## src/design/i2cm_pkg.sv

```systemverilog
// Shared types and constants for the I2C master byte engine.
package i2cm_pkg;

  localparam int unsigned BITS_PER_BYTE = 8;
  localparam int unsigned DELAY_W       = 16;
  localparam logic [DELAY_W-1:0] DELAY_RESET = 16'd100;

  localparam logic [1:0] MODE_START = 2'd0;
  localparam logic [1:0] MODE_STOP  = 2'd1;
  localparam logic [1:0] MODE_WRITE = 2'd2;
  localparam logic [1:0] MODE_READ  = 2'd3;

  typedef struct packed {
    logic       cmd_valid;
    logic [1:0] mode;
    logic [7:0] tx_byte;
    logic       send_ack;
    logic       sda_in;
    logic       scl_in;
  } i2cm_tick_t;

  typedef struct packed {
    logic       scl_pull_low;
    logic       sda_pull_low;
    logic       busy_res;
    logic       done_res;
    logic [7:0] rx_byte;
    logic       ack_seen;
    logic       start_failed;
  } i2cm_result_t;

endpackage

```

## src/design/i2cm_if.sv

```systemverilog
// Valid/ready channel interfaces for ticks, results and configuration.
interface i2cm_tick_if;
  logic                valid;
  logic                ready;
  i2cm_pkg::i2cm_tick_t data;
  modport source (output valid, output data, input ready);
  modport sink (input valid, input data, output ready);
endinterface

interface i2cm_result_if;
  logic                  valid;
  logic                  ready;
  i2cm_pkg::i2cm_result_t data;
  modport source (output valid, output data, input ready);
  modport sink (input valid, input data, output ready);
endinterface

interface i2cm_cfg_if;
  logic                              valid;
  logic                              ready;
  logic [i2cm_pkg::DELAY_W-1:0]      data;
  modport source (output valid, output data, input ready);
  modport sink (input valid, input data, output ready);
endinterface

```

## src/design/i2c_master_byte_engine.sv

```systemverilog
// I2C master byte engine: one bus-sequencer step per accepted tick beat.
//
// The tick channel carries one beat per sequencer tick: an optional command
// (start, stop, write byte, read byte) and the sampled SDA and SCL levels.
// Every accepted tick beat produces exactly one result beat with the line
// drives, busy and done flags, the last received byte and the status flags.
// The cfg channel writes the delay length in ticks; it is always ready and
// is meant to be written while no command is running.
// A result beat is valid in the cycle after its tick beat is accepted, and a
// new tick beat can be accepted every cycle unless stalled. The whole step is
// computed in one pass from the sequencer registers into the result register.
// The result register holds a beat until it is taken; while it is full and
// not being taken, tick ready is low, so nothing is lost when the receiver
// stalls. Reset returns the sequencer to idle with both lines released,
// clears the flags and the received byte, and loads a delay of 100 ticks.
module i2c_master_byte_engine (
  input logic           clk,
  input logic           rst,
  i2cm_tick_if.sink     tick,
  i2cm_result_if.source result,
  i2cm_cfg_if.sink      cfg
);

  localparam logic [3:0] PH_IDLE          = 4'd0;
  localparam logic [3:0] PH_ST_CHECK      = 4'd1;
  localparam logic [3:0] PH_ST_SCL_LOW    = 4'd2;
  localparam logic [3:0] PH_ST_END        = 4'd3;
  localparam logic [3:0] PH_SP_RISE       = 4'd4;
  localparam logic [3:0] PH_SP_SDA        = 4'd5;
  localparam logic [3:0] PH_SP_END        = 4'd6;
  localparam logic [3:0] PH_WR_RISE       = 4'd7;
  localparam logic [3:0] PH_WR_FALL       = 4'd8;
  localparam logic [3:0] PH_WR_ACK_RISE   = 4'd9;
  localparam logic [3:0] PH_WR_ACK_SAMPLE = 4'd10;
  localparam logic [3:0] PH_WR_END        = 4'd11;
  localparam logic [3:0] PH_RD_RISE       = 4'd12;
  localparam logic [3:0] PH_RD_SAMPLE     = 4'd13;
  localparam logic [3:0] PH_RD_ACK_RISE   = 4'd14;
  localparam logic [3:0] PH_RD_END        = 4'd15;

  localparam logic [3:0] BYTE_BITS = 4'(i2cm_pkg::BITS_PER_BYTE);

  logic [i2cm_pkg::DELAY_W-1:0] delay_ticks;
  logic [3:0]                   phase, phase_next;
  logic [3:0]                   bit_index, bit_index_next;
  logic [7:0]                   shift_reg, shift_reg_next;
  logic [i2cm_pkg::DELAY_W-1:0] delay_count, delay_count_next;
  logic                         ack_choice, ack_choice_next;
  logic                         scl_pull, scl_pull_next;
  logic                         sda_pull, sda_pull_next;
  logic                         ack_flag, ack_flag_next;
  logic                         fail_flag, fail_flag_next;
  logic [7:0]                   rx_hold, rx_hold_next;
  logic                         done;
  logic [i2cm_pkg::DELAY_W-1:0] delay_load;
  logic [3:0]                   bit_inc;
  logic [7:0]                   shift_wr;
  logic                         out_valid;
  i2cm_pkg::i2cm_result_t       out_data;
  i2cm_pkg::i2cm_result_t       res_next;
  logic                         accept;
  i2cm_pkg::i2cm_tick_t         t;

  assign t          = tick.data;
  assign tick.ready = !out_valid || result.ready;
  assign accept     = tick.valid && tick.ready;
  assign cfg.ready  = 1'b1;
  assign result.valid = out_valid;
  assign result.data  = out_data;

  assign delay_load = (delay_ticks == '0) ? {{(i2cm_pkg::DELAY_W-1){1'b0}}, 1'b1} : delay_ticks;
  assign bit_inc    = bit_index + 4'd1;
  assign shift_wr   = {shift_reg[6:0], 1'b0};

  always_comb begin
    phase_next       = phase;
    bit_index_next   = bit_index;
    shift_reg_next   = shift_reg;
    delay_count_next = delay_count;
    ack_choice_next  = ack_choice;
    scl_pull_next    = scl_pull;
    sda_pull_next    = sda_pull;
    ack_flag_next    = ack_flag;
    fail_flag_next   = fail_flag;
    rx_hold_next     = rx_hold;
    done             = 1'b0;

    if (phase == PH_IDLE) begin
      if (t.cmd_valid) begin
        ack_choice_next  = t.send_ack;
        bit_index_next   = '0;
        delay_count_next = delay_load;
        unique case (t.mode)
          i2cm_pkg::MODE_START: begin
            scl_pull_next = 1'b0;
            sda_pull_next = 1'b0;
            phase_next    = PH_ST_CHECK;
          end
          i2cm_pkg::MODE_STOP: begin
            scl_pull_next = 1'b1;
            sda_pull_next = 1'b1;
            phase_next    = PH_SP_RISE;
          end
          i2cm_pkg::MODE_WRITE: begin
            shift_reg_next = t.tx_byte;
            sda_pull_next  = !t.tx_byte[7];
            phase_next     = PH_WR_RISE;
          end
          default: begin
            shift_reg_next = '0;
            sda_pull_next  = 1'b0;
            phase_next     = PH_RD_RISE;
          end
        endcase
      end
    end else if (delay_count > {{(i2cm_pkg::DELAY_W-1){1'b0}}, 1'b1}) begin
      delay_count_next = delay_count - 1'b1;
    end else begin
      delay_count_next = delay_load;
      unique case (phase)
        PH_ST_CHECK: begin
          if (!t.sda_in || !t.scl_in) begin
            fail_flag_next = 1'b1;
            done           = 1'b1;
          end else begin
            sda_pull_next = 1'b1;
            phase_next    = PH_ST_SCL_LOW;
          end
        end
        PH_ST_SCL_LOW: begin
          scl_pull_next = 1'b1;
          phase_next    = PH_ST_END;
        end
        PH_ST_END: begin
          fail_flag_next = 1'b0;
          done           = 1'b1;
        end
        PH_SP_RISE: begin
          scl_pull_next = 1'b0;
          phase_next    = PH_SP_SDA;
        end
        PH_SP_SDA: begin
          sda_pull_next = 1'b0;
          phase_next    = PH_SP_END;
        end
        PH_SP_END: done = 1'b1;
        PH_WR_RISE: begin
          scl_pull_next = 1'b0;
          phase_next    = PH_WR_FALL;
        end
        PH_WR_FALL: begin
          scl_pull_next  = 1'b1;
          shift_reg_next = shift_wr;
          bit_index_next = bit_inc;
          if (bit_inc < BYTE_BITS) begin
            sda_pull_next = !shift_wr[7];
            phase_next    = PH_WR_RISE;
          end else begin
            sda_pull_next = 1'b0;
            phase_next    = PH_WR_ACK_RISE;
          end
        end
        PH_WR_ACK_RISE: begin
          scl_pull_next = 1'b0;
          phase_next    = PH_WR_ACK_SAMPLE;
        end
        PH_WR_ACK_SAMPLE: begin
          ack_flag_next = !t.sda_in;
          scl_pull_next = 1'b1;
          phase_next    = PH_WR_END;
        end
        PH_WR_END: begin
          sda_pull_next = 1'b1;
          done          = 1'b1;
        end
        PH_RD_RISE: begin
          scl_pull_next = 1'b0;
          phase_next    = PH_RD_SAMPLE;
        end
        PH_RD_SAMPLE: begin
          shift_reg_next = {shift_reg[6:0], t.sda_in};
          scl_pull_next  = 1'b1;
          bit_index_next = bit_inc;
          if (bit_inc < BYTE_BITS) begin
            sda_pull_next = 1'b0;
            phase_next    = PH_RD_RISE;
          end else begin
            sda_pull_next = ack_choice;
            phase_next    = PH_RD_ACK_RISE;
          end
        end
        PH_RD_ACK_RISE: begin
          scl_pull_next = 1'b0;
          phase_next    = PH_RD_END;
        end
        PH_RD_END: begin
          scl_pull_next = 1'b1;
          rx_hold_next  = shift_reg;
          done          = 1'b1;
        end
        default: done = 1'b1;
      endcase
      if (done) begin
        phase_next       = PH_IDLE;
        delay_count_next = '0;
      end
    end

    res_next.scl_pull_low = scl_pull_next;
    res_next.sda_pull_low = sda_pull_next;
    res_next.busy_res     = (phase_next != PH_IDLE);
    res_next.done_res     = done;
    res_next.rx_byte      = rx_hold_next;
    res_next.ack_seen     = ack_flag_next;
    res_next.start_failed = fail_flag_next;
  end

  always_ff @(posedge clk) begin
    if (rst) begin
      delay_ticks <= i2cm_pkg::DELAY_RESET;
    end else if (cfg.valid) begin
      delay_ticks <= cfg.data;
    end
  end

  always_ff @(posedge clk) begin
    if (rst) begin
      phase       <= PH_IDLE;
      bit_index   <= '0;
      shift_reg   <= '0;
      delay_count <= '0;
      ack_choice  <= 1'b0;
      scl_pull    <= 1'b0;
      sda_pull    <= 1'b0;
      ack_flag    <= 1'b0;
      fail_flag   <= 1'b0;
      rx_hold     <= '0;
    end else if (accept) begin
      phase       <= phase_next;
      bit_index   <= bit_index_next;
      shift_reg   <= shift_reg_next;
      delay_count <= delay_count_next;
      ack_choice  <= ack_choice_next;
      scl_pull    <= scl_pull_next;
      sda_pull    <= sda_pull_next;
      ack_flag    <= ack_flag_next;
      fail_flag   <= fail_flag_next;
      rx_hold     <= rx_hold_next;
    end
  end

  always_ff @(posedge clk) begin
    if (rst) begin
      out_valid <= 1'b0;
    end else if (accept) begin
      out_valid <= 1'b1;
    end else if (result.ready) begin
      out_valid <= 1'b0;
    end
  end

  always_ff @(posedge clk) begin
    if (accept) begin
      out_data <= res_next;
    end
  end

endmodule

```

## src/flat_wrapper.sv

```systemverilog
// flat-port wrapper written by rule: the top's interface ports become plain ports
module i2c_master_byte_engine_flat 
  (clk, rst, tick_valid, tick_data, tick_ready, result_valid, result_data, result_ready, cfg_valid, cfg_data, cfg_ready);
  i2cm_tick_if tick_i ();
  i2cm_result_if result_i ();
  i2cm_cfg_if cfg_i ();
  input logic clk;
  input logic rst;
  input wire logic [$bits(tick_i.valid)-1:0] tick_valid;
  input wire logic [$bits(tick_i.data)-1:0] tick_data;
  output wire logic [$bits(tick_i.ready)-1:0] tick_ready;
  output wire logic [$bits(result_i.valid)-1:0] result_valid;
  output wire logic [$bits(result_i.data)-1:0] result_data;
  input wire logic [$bits(result_i.ready)-1:0] result_ready;
  input wire logic [$bits(cfg_i.valid)-1:0] cfg_valid;
  input wire logic [$bits(cfg_i.data)-1:0] cfg_data;
  output wire logic [$bits(cfg_i.ready)-1:0] cfg_ready;
  assign tick_i.valid = tick_valid;
  assign tick_i.data = tick_data;
  assign tick_ready = tick_i.ready;
  assign result_valid = result_i.valid;
  assign result_data = result_i.data;
  assign result_i.ready = result_ready;
  assign cfg_i.valid = cfg_valid;
  assign cfg_i.data = cfg_data;
  assign cfg_ready = cfg_i.ready;
  i2c_master_byte_engine u_core (.clk(clk), .rst(rst), .tick(tick_i), .result(result_i), .cfg(cfg_i));
endmodule
```

## config.mk

```make
export PLATFORM = sky130hd
export DESIGN_NAME = i2c_master_byte_engine_flat
export DESIGN_NICKNAME = d
export VERILOG_FILES = /design/src/design/i2cm_pkg.sv /design/src/design/i2cm_if.sv /design/src/design/i2c_master_byte_engine.sv /design/src/flat_wrapper.sv
export SDC_FILE = /design/constraint.sdc
export NUM_CORES = 1
export LEC_CHECK = 0
export ABC_AREA = 0
export ABC_CLOCK_PERIOD_IN_PS = 2590
export BUFFER_PORTS_ARGS = -buffer_cell sky130_fd_sc_hd__buf_2
export CAP_MARGIN = 20
export CELL_PAD_IN_SITES_DETAIL_PLACEMENT = 1
export CELL_PAD_IN_SITES_GLOBAL_PLACEMENT = 2
export CORE_MARGIN = 4
export CORE_UTILIZATION = 35
export DETAILED_ROUTE_END_ITERATION = 8
export PLACE_DENSITY = 0.84
export SLEW_MARGIN = 20
export SYNTH_ARGS = -nofsm -noshare
export SYNTH_HDL_FRONTEND = slang
export SYNTH_SLANG_ARGS = --single-unit
```

## constraint.sdc

```tcl
create_clock -name clk -period 2.59 [get_ports clk]
set_input_delay 0.6475 -clock clk [delete_from_list [all_inputs] [get_ports clk]]
set_output_delay 0.6475 -clock clk [all_outputs]
set_load 0.1 [all_outputs]
```

**Word-level counts from Yosys, hierarchy flattened**

Index checks and enable logic that the tools add are counted.

- Bits in registers: 76
- Input bits: 35
- Output and inout port bits: 17
- Logic and storage cells: 119

- Add/sub/neg operators: 2
- Order comparisons: 2
- Equality and inequality tests: 19
- Multiplexer cells: 52
- Reduce and logical (&&, ||, !) cells: 25

Operators by type and width:

| cell | number |
|---|---|
| two-way mux 16 bit | 5 |
| two-way mux 8 bit | 6 |
| one-hot mux 4 bit (11 select lines) | 1 |
| two-way mux 4 bit | 10 |
| equality test 4 bit, second input constant | 8 |
| one-hot mux 8 bit (2 select lines) | 2 |
| two-way mux 1 bit | 20 |
| greater-than comparator 16 x 1 -> 1 bit, second input constant | 1 |
| zero test 16 bit | 1 |
| subtractor 16 x 1 -> 16 bit, second input constant | 1 |
| equality test 4 x 3 -> 1 bit, second input constant | 3 |
| one-hot mux 4 bit (3 select lines) | 1 |
| one-hot mux 1 bit (2 select lines) | 5 |
| OR reduction 10 bit | 1 |
| OR reduction 5 bit | 2 |
| equality test 4 x 2 -> 1 bit, second input constant | 2 |
| OR reduction 2 bit | 3 |
| zero test 1 bit | 5 |
| one-hot mux 1 bit (5 select lines) | 1 |
| AND reduction 5 bit | 1 |
| adder 4 x 1 -> 4 bit, second input constant | 1 |
| equality test 4 x 1 -> 1 bit, second input constant | 1 |
| zero test 4 bit | 1 |
| < comparator 4 bit, second input constant | 1 |
| other kinds (14) | 17 |

**Depth between registers and ports, before layout**

Gate-level depths: netlist of the first run.

- Word-level depth: 10
- Mapped depth: 9
- Gate-level depth less buffers: 8

**Least setup slack after synthesis of the first run**

Ideal clock, no wire load.

- Kind: reg-to-reg
- From: register u_core.out_valid (netlist: u_core.result.valid)
- To: register u_core.phase[0]
- Setup time: 0.165 ns
- Arrival: 3.084 ns
- Data required time: 2.425 ns
- Path slack: -0.659 ns
- Stages on the path, launching flop included: 7
- Buffers on the path: 1
- Clock period less this slack: 3.249 ns
- Cells stage by stage: dfxtp_1 > nand2b_1 > nand2_1 > inv_1 > clkbuf_1 > nor2_1 > a211oi_1

- Cells in the longest elaborated chain, start to end: 3

RTL lines:

| element | RTL line | RTL |
|---|---|---|
| start: declaration | i2c_master_byte_engine.sv:58 | `logic out_valid;` |
| start signal: assignment | i2c_master_byte_engine.sv:254 | `out_valid <= 1'b0;` |
| start signal: assignment | i2c_master_byte_engine.sv:256 | `out_valid <= 1'b1;` |
| start signal: assignment | i2c_master_byte_engine.sv:258 | `out_valid <= 1'b0;` |
| zero test 1 bit | i2c_master_byte_engine.sv:65 | `assign tick.ready = !out_valid \|\| result.ready;` |
| logical OR 1 bit | i2c_master_byte_engine.sv:65 |  |
| named net tick_ready | flat_wrapper.sv:11 | `output wire logic [$bits(tick_i.ready)-1:0] tick_ready;` |
| logical AND 1 bit | i2c_master_byte_engine.sv:66 | `assign accept = tick.valid && tick.ready;` |
| named net u_core.accept | i2c_master_byte_engine.sv:61 | `logic accept;` |
| end signal: assignment | i2c_master_byte_engine.sv:239 | `phase <= phase_next;` |
| end: declaration | i2c_master_byte_engine.sv:44 | `logic [3:0] phase, phase_next;` |

The timed path passes the listed nets, and every way through them passes these cells.
A chain may end at the register's enable or synchronous reset.

**Final worst setup path of the first run**

- From: register u_core.delay_count[2] (netlist name)
- To: register u_core.delay_count[10] (netlist name)

- Cells in the longest elaborated chain, start to end: 3
- Elaborated cells on any way between the ends: 4
- Classes of those cells: 1 x add/sub; 1 x order compare; 2 x mux

RTL lines:

| element | RTL line | RTL |
|---|---|---|
| start: declaration | i2c_master_byte_engine.sv:47 | `logic [i2cm_pkg::DELAY_W-1:0] delay_count, delay_count_next;` |
| start signal: assignment | i2c_master_byte_engine.sv:242 | `delay_count <= delay_count_next;` |
| subtractor 16 x 1 -> 16 bit or greater-than comparator 16 x 1 -> 1 bit (tied branches) | i2c_master_byte_engine.sv:117, i2c_master_byte_engine.sv:116 |  |
| two-way mux 16 bit * | i2c_master_byte_engine.sv:116 | `end else if (delay_count > {{(i2cm_pkg::DELAY_W-1){1'b0}}, 1'b1}) begin` |
| two-way mux 16 bit * | i2c_master_byte_engine.sv:88 | `if (phase == PH_IDLE) begin` |

Every way passes the cells marked *; elsewhere a longest branch is shown, timed or not.

==> flow_metrics.py, run 1 <==
metrics = {
    "placed_design": {
        "dp.cells": 649,
        "dpl-instance-area_um2": 4510,
        "io_buffers": 50,
        "dp_hpwl_um": 8540,
        "gp_congestion": 0.841,
    },
    "sta": {
        "tightest_slew_ns": 0.725,
        "setup_violations": 0,
        "whs_ns": 0.453,
        "max_freq_mhz": 441,
        "final_max_slew_viol_count": 0,
        "min_period_ns": 2.27,
        "tns_ns": 0,
        "relSlewSlack_pct": 51.7,
        "fin_crit_sh_pct": 87.6,
        "clock_skew_ns": 0.0117,
        "rsz0062_at_grt": "false",
        "finalHoldViolations": 0,
    },
    "setup_path": {
        "critPathSlowestCell": "nor4_1",
        "worstSetupPathType": "reg2reg",
        "path_cells": "nor4_1 > o211ai_1 > or2_2 > nor3b_1 > or2_2 > o32ai_1",
        "crit_buf_inv": 0,
        "worstPathMaxFanout": 10,
        "critPathRequiredTime_ns": 2.79,
        "cp_top_family": "simple AND/OR/NAND/NOR gates",
        "critPathLaunchType": "flop",
        "crit_top_cell": "or2_2",
        "rr_startpoint": "u_core.delay_count[2]$_SDFFE_PP0P_",
        "crit_path_end_kind": "flop",
        "crit_arrival_ns": 2.47,
        "crit_start": "u_core.delay_count[2]$_SDFFE_PP0P_",
        "cpPeakStageDelay_ns": 0.43,
    },
    "clock_tree": {
        "cts-root-buf": "clkbuf_16",
        "cts_hold_buf": 0,
        "clk_pin_slew_ns": 0.06,
        "clk_latency_ns": 0.34,
        "clkSinkCount": 76,
        "clk_path_buf_depth": 2,
        "h-tree-depth": 3,
        "numCtsBuffers": 9,
        "cts_tree": "yes",
    },
    "drt": {
        "drc": 0,
        "wirelength_um": 12200,
        "viasPerCell": 5.72,
        "antenna_left": 0,
        "drt_iter0_markers": 177,
        "avgRoutedWirePerCell_um": 18.3,
        "num_vias": 3825,
        "first_pass_iters": 4,
    },
    "logic_synthesis": {
        "synth-xor-area-share_pct": 0.862,
        "synth_seq_area_share_pct": 40.9,
        "synthAdderAreaFrac_pct": 2.46,
        "synth_top_family_by_area": "simple AND/OR/NAND/NOR gates",
        "synth_compound_area_share_pct": 19.8,
        "ys_ff_latch": 76,
        "synth_simple_gate_area_share_pct": 22.7,
        "netlist_instances": 471,
        "async_flop_share_pct": 0,
        "yosys_most_used_dff": "dfxtp_1",
        "synthMuxAreaShare_pct": 7.64,
        "synth_warnings": 0,
        "synth_edf_count": 14,
        "ys_types": 59,
        "synth_area_per_cell_um2": 8.63,
        "netlist_area_um2": 4060,
        "synth_fp_nets": 514,
    },
    "floorplanning": {
        "coreArea_um2": 11400,
        "die_x_um": 116,
        "die-area_um2": 13400,
        "rows": 39,
        "die_h_um": 116,
        "pin_count": 52,
        "initial_core_util_pct": 35.7,
    },
    "layout": {
        "final_cells": 669,
        "nNetsFinal": 564,
        "final_common_cell": "dfxtp_1",
        "fin_area_um2": 4890,
        "drive_gt1_share_pct": 22.1,
        "syn_to_final_growth_pct": 20.4,
        "num_antenna_cells": 0,
        "final_cell_mix": "dfxtp_1, buf_2, nand2_1, a21oi_1, nor2_1",
    },
    "power": {
        "peakVddDrop_v": 0.000367,
        "p_leak_uw": 0.00190,
        "p_total_uw": 4900,
        "p_per_area_nw_per_um2": 1000,
    },
    "global_routing": {
        "grt_max_degree": 64,
        "antenna_found_initial": 0,
        "grt_pass1_vias": 4013,
        "grt_pass1_wl_um": 20300,
        "grt_util_all_layers_pct": 19.3,
        "overflow": 0,
    },
    "worst_hold_path": {
        "hp-start": "u_core.rx_hold[2]$_SDFFE_PP0P_",
        "hp-class": "reg2reg",
    },
    "run_status": {
        "status": "complete, no violations",
    },
    "run": {
        "cap_viol_max_count": 0,
    },
}
## metal layers
layer	track usage, %	part of all wire, %	vias to the layer above	routed length (µm)
met4	6.81	1.4	0	176
li1	-	-	1835	-
met3	3.92	4.6	15	559
met5	0	0	-	0
met2	32.4	48	83	5900
met1	24.7	46	1892	5600
## synth_stat cells (4+ instances only)
master	instances	area (µm²)
nand3_1	16	80.1
a21oi_1	47	235
nor2_1	45	169
mux2_2	8	90.1
edfxtp_1	14	420
buf_2	12	60.1
dfxtp_1	62	1240
or3_1	4	25.0
nand4_1	8	50.1
o32ai_1	12	105
clkbuf_1	15	56.3
nor2b_1	5	31.3
o31ai_1	6	45.0
ha_1	8	100
mux2i_1	22	220
nor4_1	14	87.6
inv_1	17	63.8
o21ai_0	12	60.1
nor3_1	19	95.1
or4_1	4	30.0
nand2_1	47	176
a311oi_1	6	52.6
a211oi_1	9	67.6
or2_2	5	31.3
## what timing repair did
item	in CTS	in global routing
endpoints found under the setup margin	0	1
resized for setup	0	0
buffers inserted	0	4
## cells by family (layout without fill, tap and decap cells)
group / Yosys count / after routing
buf+inv: 52 / 107
simple gates: 182 / 182
xor+xnor: 4 / 4
other cells: 1 / 1
mux: 30 / 30
fa+ha+maj: 8 / 8
compound gates: 118 / 118
flops: 76 / 76
## worst register-to-register path, stage by stage (launching register included)
cell and delay [ns]:
dfxtp_1 0.38, nor4_1 0.43, o211ai_1 0.21, or2_2 0.35, nor3b_1 0.29, or2_2 0.33
o32ai_1 0.14
## path summary, 6_finish.rpt
kind / to / slack (ns) / depth (start not counted)
setup / recovery: u_core.delay_count[10]$_SDFFE_PP0P_ / 0.32 / 6
hold / removal: u_core.rx_hold[2]$_SDFFE_PP0P_ / 0.45 / 2
setup reg to reg: u_core.delay_count[10]$_SDFFE_PP0P_ / 0.32 / 6
hold reg to reg: u_core.rx_hold[2]$_SDFFE_PP0P_ / 0.45 / 2
## layout make-up
type / instances / area (µm²)
Sequential cell: 76 / 1660
Clock inverter: 6 / 111
Tap cell: 143 / 179
Clock buffer: 10 / 229
Fill cell: 1365 / 6480
Multi-Input combinational cell: 343 / 2180
Timing Repair Buffer: 73 / 460
Inverter: 18 / 67.6
## where the power goes
group / internal, µW / total (µW) / switching [µW]
Sequential: 1350 / 1480 / 130
Clock: 944 / 1460 / 516
Combinational: 670 / 1970 / 1300
Total: 2960 / 4900 / 1940
## per-stage QoR
stage          setup slack [ns]  util (%)
6_report                  0.321      43.0
5_1_grt                   0.119      43.0
4_1_cts                   0.261      42.7
3_5_place_dp              0.229      39.7
3_3_place_gp              0.280      39.7
2_1_floorplan             0.244         -
(Power assumes the default switching activity.)
==> inputs of run 2 (changes only) <==
ABC_AREA = 1   (was 0)
CORE_UTILIZATION = 33   (was 35)
PLACE_DENSITY = 0.85   (was 0.84)
==> run 2 against run 1 <==
Compared with the run above: cell count up 20%; count of clock-buffer cells in the layout stayed put; register-to-register slack improved by 0.16 ns; combinational power decreased by 28%; sequential power is essentially flat; critical path depth is 1 higher; synthesized cell count rose by 25%; first-iteration DRC count is 9.0% lower; global-route usage shrank 1.2 points; wire length up 3.6%; worst hold slack better by 0.014 ns; fmax is 7.5% higher; critical path type unchanged.
==> flow_metrics.py, run 2 <==
metrics = {
    "logic_synthesis": {
        "ys_ff_latch": 76,
        "synth_seq_area_share_pct": 40.0,
        "synth_warnings": 0,
        "yosys_most_used_dff": "dfxtp_1",
        "yosys-top-cells-count": "nand2_1, inv_1, nor2_1, dfxtp_1, a21oi_1",
        "netlist_instances": 587,
        "yosysTopAreaCellShare_pct": 29.9,
        "synth_edf_count": 14,
        "synth_fp_nets": 630,
        "synth_largest_area_cell": "dfxtp_1",
        "yosysMostFrequentCell": "nand2_1",
        "synth_area_per_cell_um2": 7.07,
        "ys_types": 44,
        "netlist_area_um2": 4150,
        "async_flop_share_pct": 0,
        "ys_top_cells_by_area": "dfxtp_1, edfxtp_1, nand2_1",
    },
    "setup_path": {
        "r2r_setup_slack_ns": 0.48,
        "r2r-end": "u_core.shift_reg[2]$_SDFFE_PP0P_",
        "critPathLaunchType": "flop",
        "rr_startpoint": "u_core.phase[0]$_SDFFE_PP0P_",
        "critPathRequiredTime_ns": 2.85,
        "r2r_cells": 7,
        "crit_start": "u_core.phase[0]$_SDFFE_PP0P_",
        "crit_path_end_kind": "flop",
        "worstPathMaxFanout": 19,
        "crit_arrival_ns": 2.37,
        "worstSetupPathType": "reg2reg",
        "crit_end": "u_core.shift_reg[2]$_SDFFE_PP0P_",
    },
    "floorplanning": {
        "die_x_um": 120,
        "initial_core_util_pct": 34.1,
        "coreArea_um2": 12200,
        "rows": 40,
        "die-area_um2": 14400,
        "die_h_um": 120,
        "pin_count": 52,
    },
    "sta": {
        "max_freq_mhz": 474,
        "setup_violations": 0,
        "finalHoldViolations": 0,
        "fin_crit_sh_pct": 81.5,
        "clock_skew_ns": 0.00395,
        "tightest_slew_ns": 0.733,
        "relSlewSlack_pct": 51.1,
        "min_period_ns": 2.11,
        "final_max_slew_viol_count": 0,
        "rsz0062_at_grt": "false",
        "tns_ns": 0,
    },
    "placed_design": {
        "dp_hpwl_um": 9420,
        "io_buffers": 50,
        "gp_congestion": 0.965,
    },
    "global_routing": {
        "use_met1_pct": 24.1,
        "grt_util_all_layers_pct": 18.1,
        "antenna_found_initial": 0,
        "use_met3_pct": 2.59,
        "grt_max_degree": 37,
        "overflow": 0,
        "grt_pass1_vias": 4171,
        "busiest_layer": "met2",
        "grt_pass1_wl_um": 20900,
        "use_met2_pct": 30.0,
    },
    "layout": {
        "final_cell_mix": "nand2_1, inv_1, nor2_1, dfxtp_1, a21oi_1",
        "num_antenna_cells": 0,
        "fillers": 1547,
        "final_core_util_pct": 40.3,
        "syn_to_final_growth_pct": 18.2,
        "final_common_cell": "nand2_1",
        "nNetsFinal": 676,
        "drive_gt1_share_pct": 16.1,
    },
    "clock_tree": {
        "cts_hold_buf": 0,
        "clkSinkCount": 76,
        "cts_tree": "yes",
        "cts_setup_buffers": 0,
        "clk_latency_ns": 0.34,
        "ctsResizeCount": 0,
        "clk_path_buf_depth": 2,
        "clk_pin_slew_ns": 0.06,
        "numCtsBuffers": 9,
        "cts-root-buf": "clkbuf_16",
        "h-tree-depth": 3,
    },
    "power": {
        "pwr-share-comb_pct": 32.7,
        "p_switching_uw": 1630,
        "power_frac_clock_pct": 33.6,
        "p_leak_uw": 0.00222,
        "seqPwrFrac_pct": 33.7,
        "peakVddDrop_v": 0.000342,
        "internal-power_uw": 2700,
        "p_per_area_nw_per_um2": 883,
        "swShare_pct": 37.6,
        "p_total_uw": 4330,
    },
    "run_status": {
        "status": "complete, no violations",
    },
    "drt": {
        "viasPerCell": 4.96,
        "antenna_left": 0,
        "first_pass_iters": 4,
        "drc": 0,
        "wirelength_um": 12700,
        "avgRoutedWirePerCell_um": 15.7,
        "drt_iter0_markers": 161,
        "num_vias": 4001,
    },
    "worst_hold_path": {
        "hp-start": "u_core.shift_reg[7]$_SDFFE_PP0P_",
        "hp-class": "reg2reg",
    },
    "run": {
        "cap_viol_max_count": 0,
    },
}
run 2: layout make-up:
type | instances | area [µm²] | share of cell area [%]
clock buffer | 10 | 229 | 4.67
clock inverter | 6 | 111 | 2.27
inverter | 80 | 300 | 6.12
multi-input combinational | 409 | 2090 | 42.6
sequential | 76 | 1660 | 33.9
tap | 168 | 210 | 4.28
timing repair buffer | 57 | 303 | 6.17
run 2: cells by family after synthesis:
| logic type | count (synthesis) | synth area share, % |
|---|---|---|
| adder cells (fa/ha/maj) | 8 | 2.41 |
| flip-flops | 76 | 40.0 |
| XOR/XNOR | 9 | 1.90 |
| AO/OA/AOI/OAI | 149 | 20.2 |
| buffers and inverters | 102 | 9.77 |
| other | 1 | 0.0904 |
| AND/OR/NAND/NOR | 242 | 25.6 |
run 2: per-stage QoR:
step                      hold slack (ns)  cells  area, µm²  worst slack, ns
after floorplan                     0.439    587       4160            0.152
after global placement              0.455    790       4570            0.499
after detailed placement            0.460    790       4570            0.451
after CTS                           0.470    806       4910            0.466
after global routing                0.491    806       4910            0.252
final                               0.466    806       4910            0.479
run 2: worst min path at each step:
| stage | end | cells after the start |
|---|---|---|
| after floorplan | u_core.shift_reg[0]$_SDFFE_PP0P_ | 2 |
| after CTS | u_core.shift_reg[7]$_SDFFE_PP0P_ | 2 |
| after global routing | u_core.shift_reg[7]$_SDFFE_PP0P_ | 2 |
| after global placement | u_core.shift_reg[7]$_SDFFE_PP0P_ | 2 |
| final | u_core.shift_reg[7]$_SDFFE_PP0P_ | 2 |
| after detailed placement | u_core.shift_reg[7]$_SDFFE_PP0P_ | 2 |
run 2: power groups by stage:
| stage | logic, µW | clock network (µW) | registers (µW) |
|---|---|---|---|
| after floorplan | 919 | 0 | 1620 |
| after global placement | 1400 | 0 | 1480 |
| after detailed placement | 1420 | 0 | 1480 |
| after CTS | 1430 | 1500 | 1460 |
| after global routing | 1600 | 1540 | 1480 |
| final | 1420 | 1450 | 1460 |
run 2: metal layers:
metal / share of wire (%) / wire length (µm)
met5: 0 / 0
met4: 1.4 / 172
met3: 4.2 / 537
met2: 47 / 5990
met1: 47 / 5970
run 2: critical path: stages (launching register included):
cell and delay (ns):
dfxtp_1 0.44, nor2_2 0.27, nand2_2 0.24, inv_2 0.31
o21ai_0 0.25, nand2_4 0.22, o21ai_0 0.11, a21oi_1 0.17
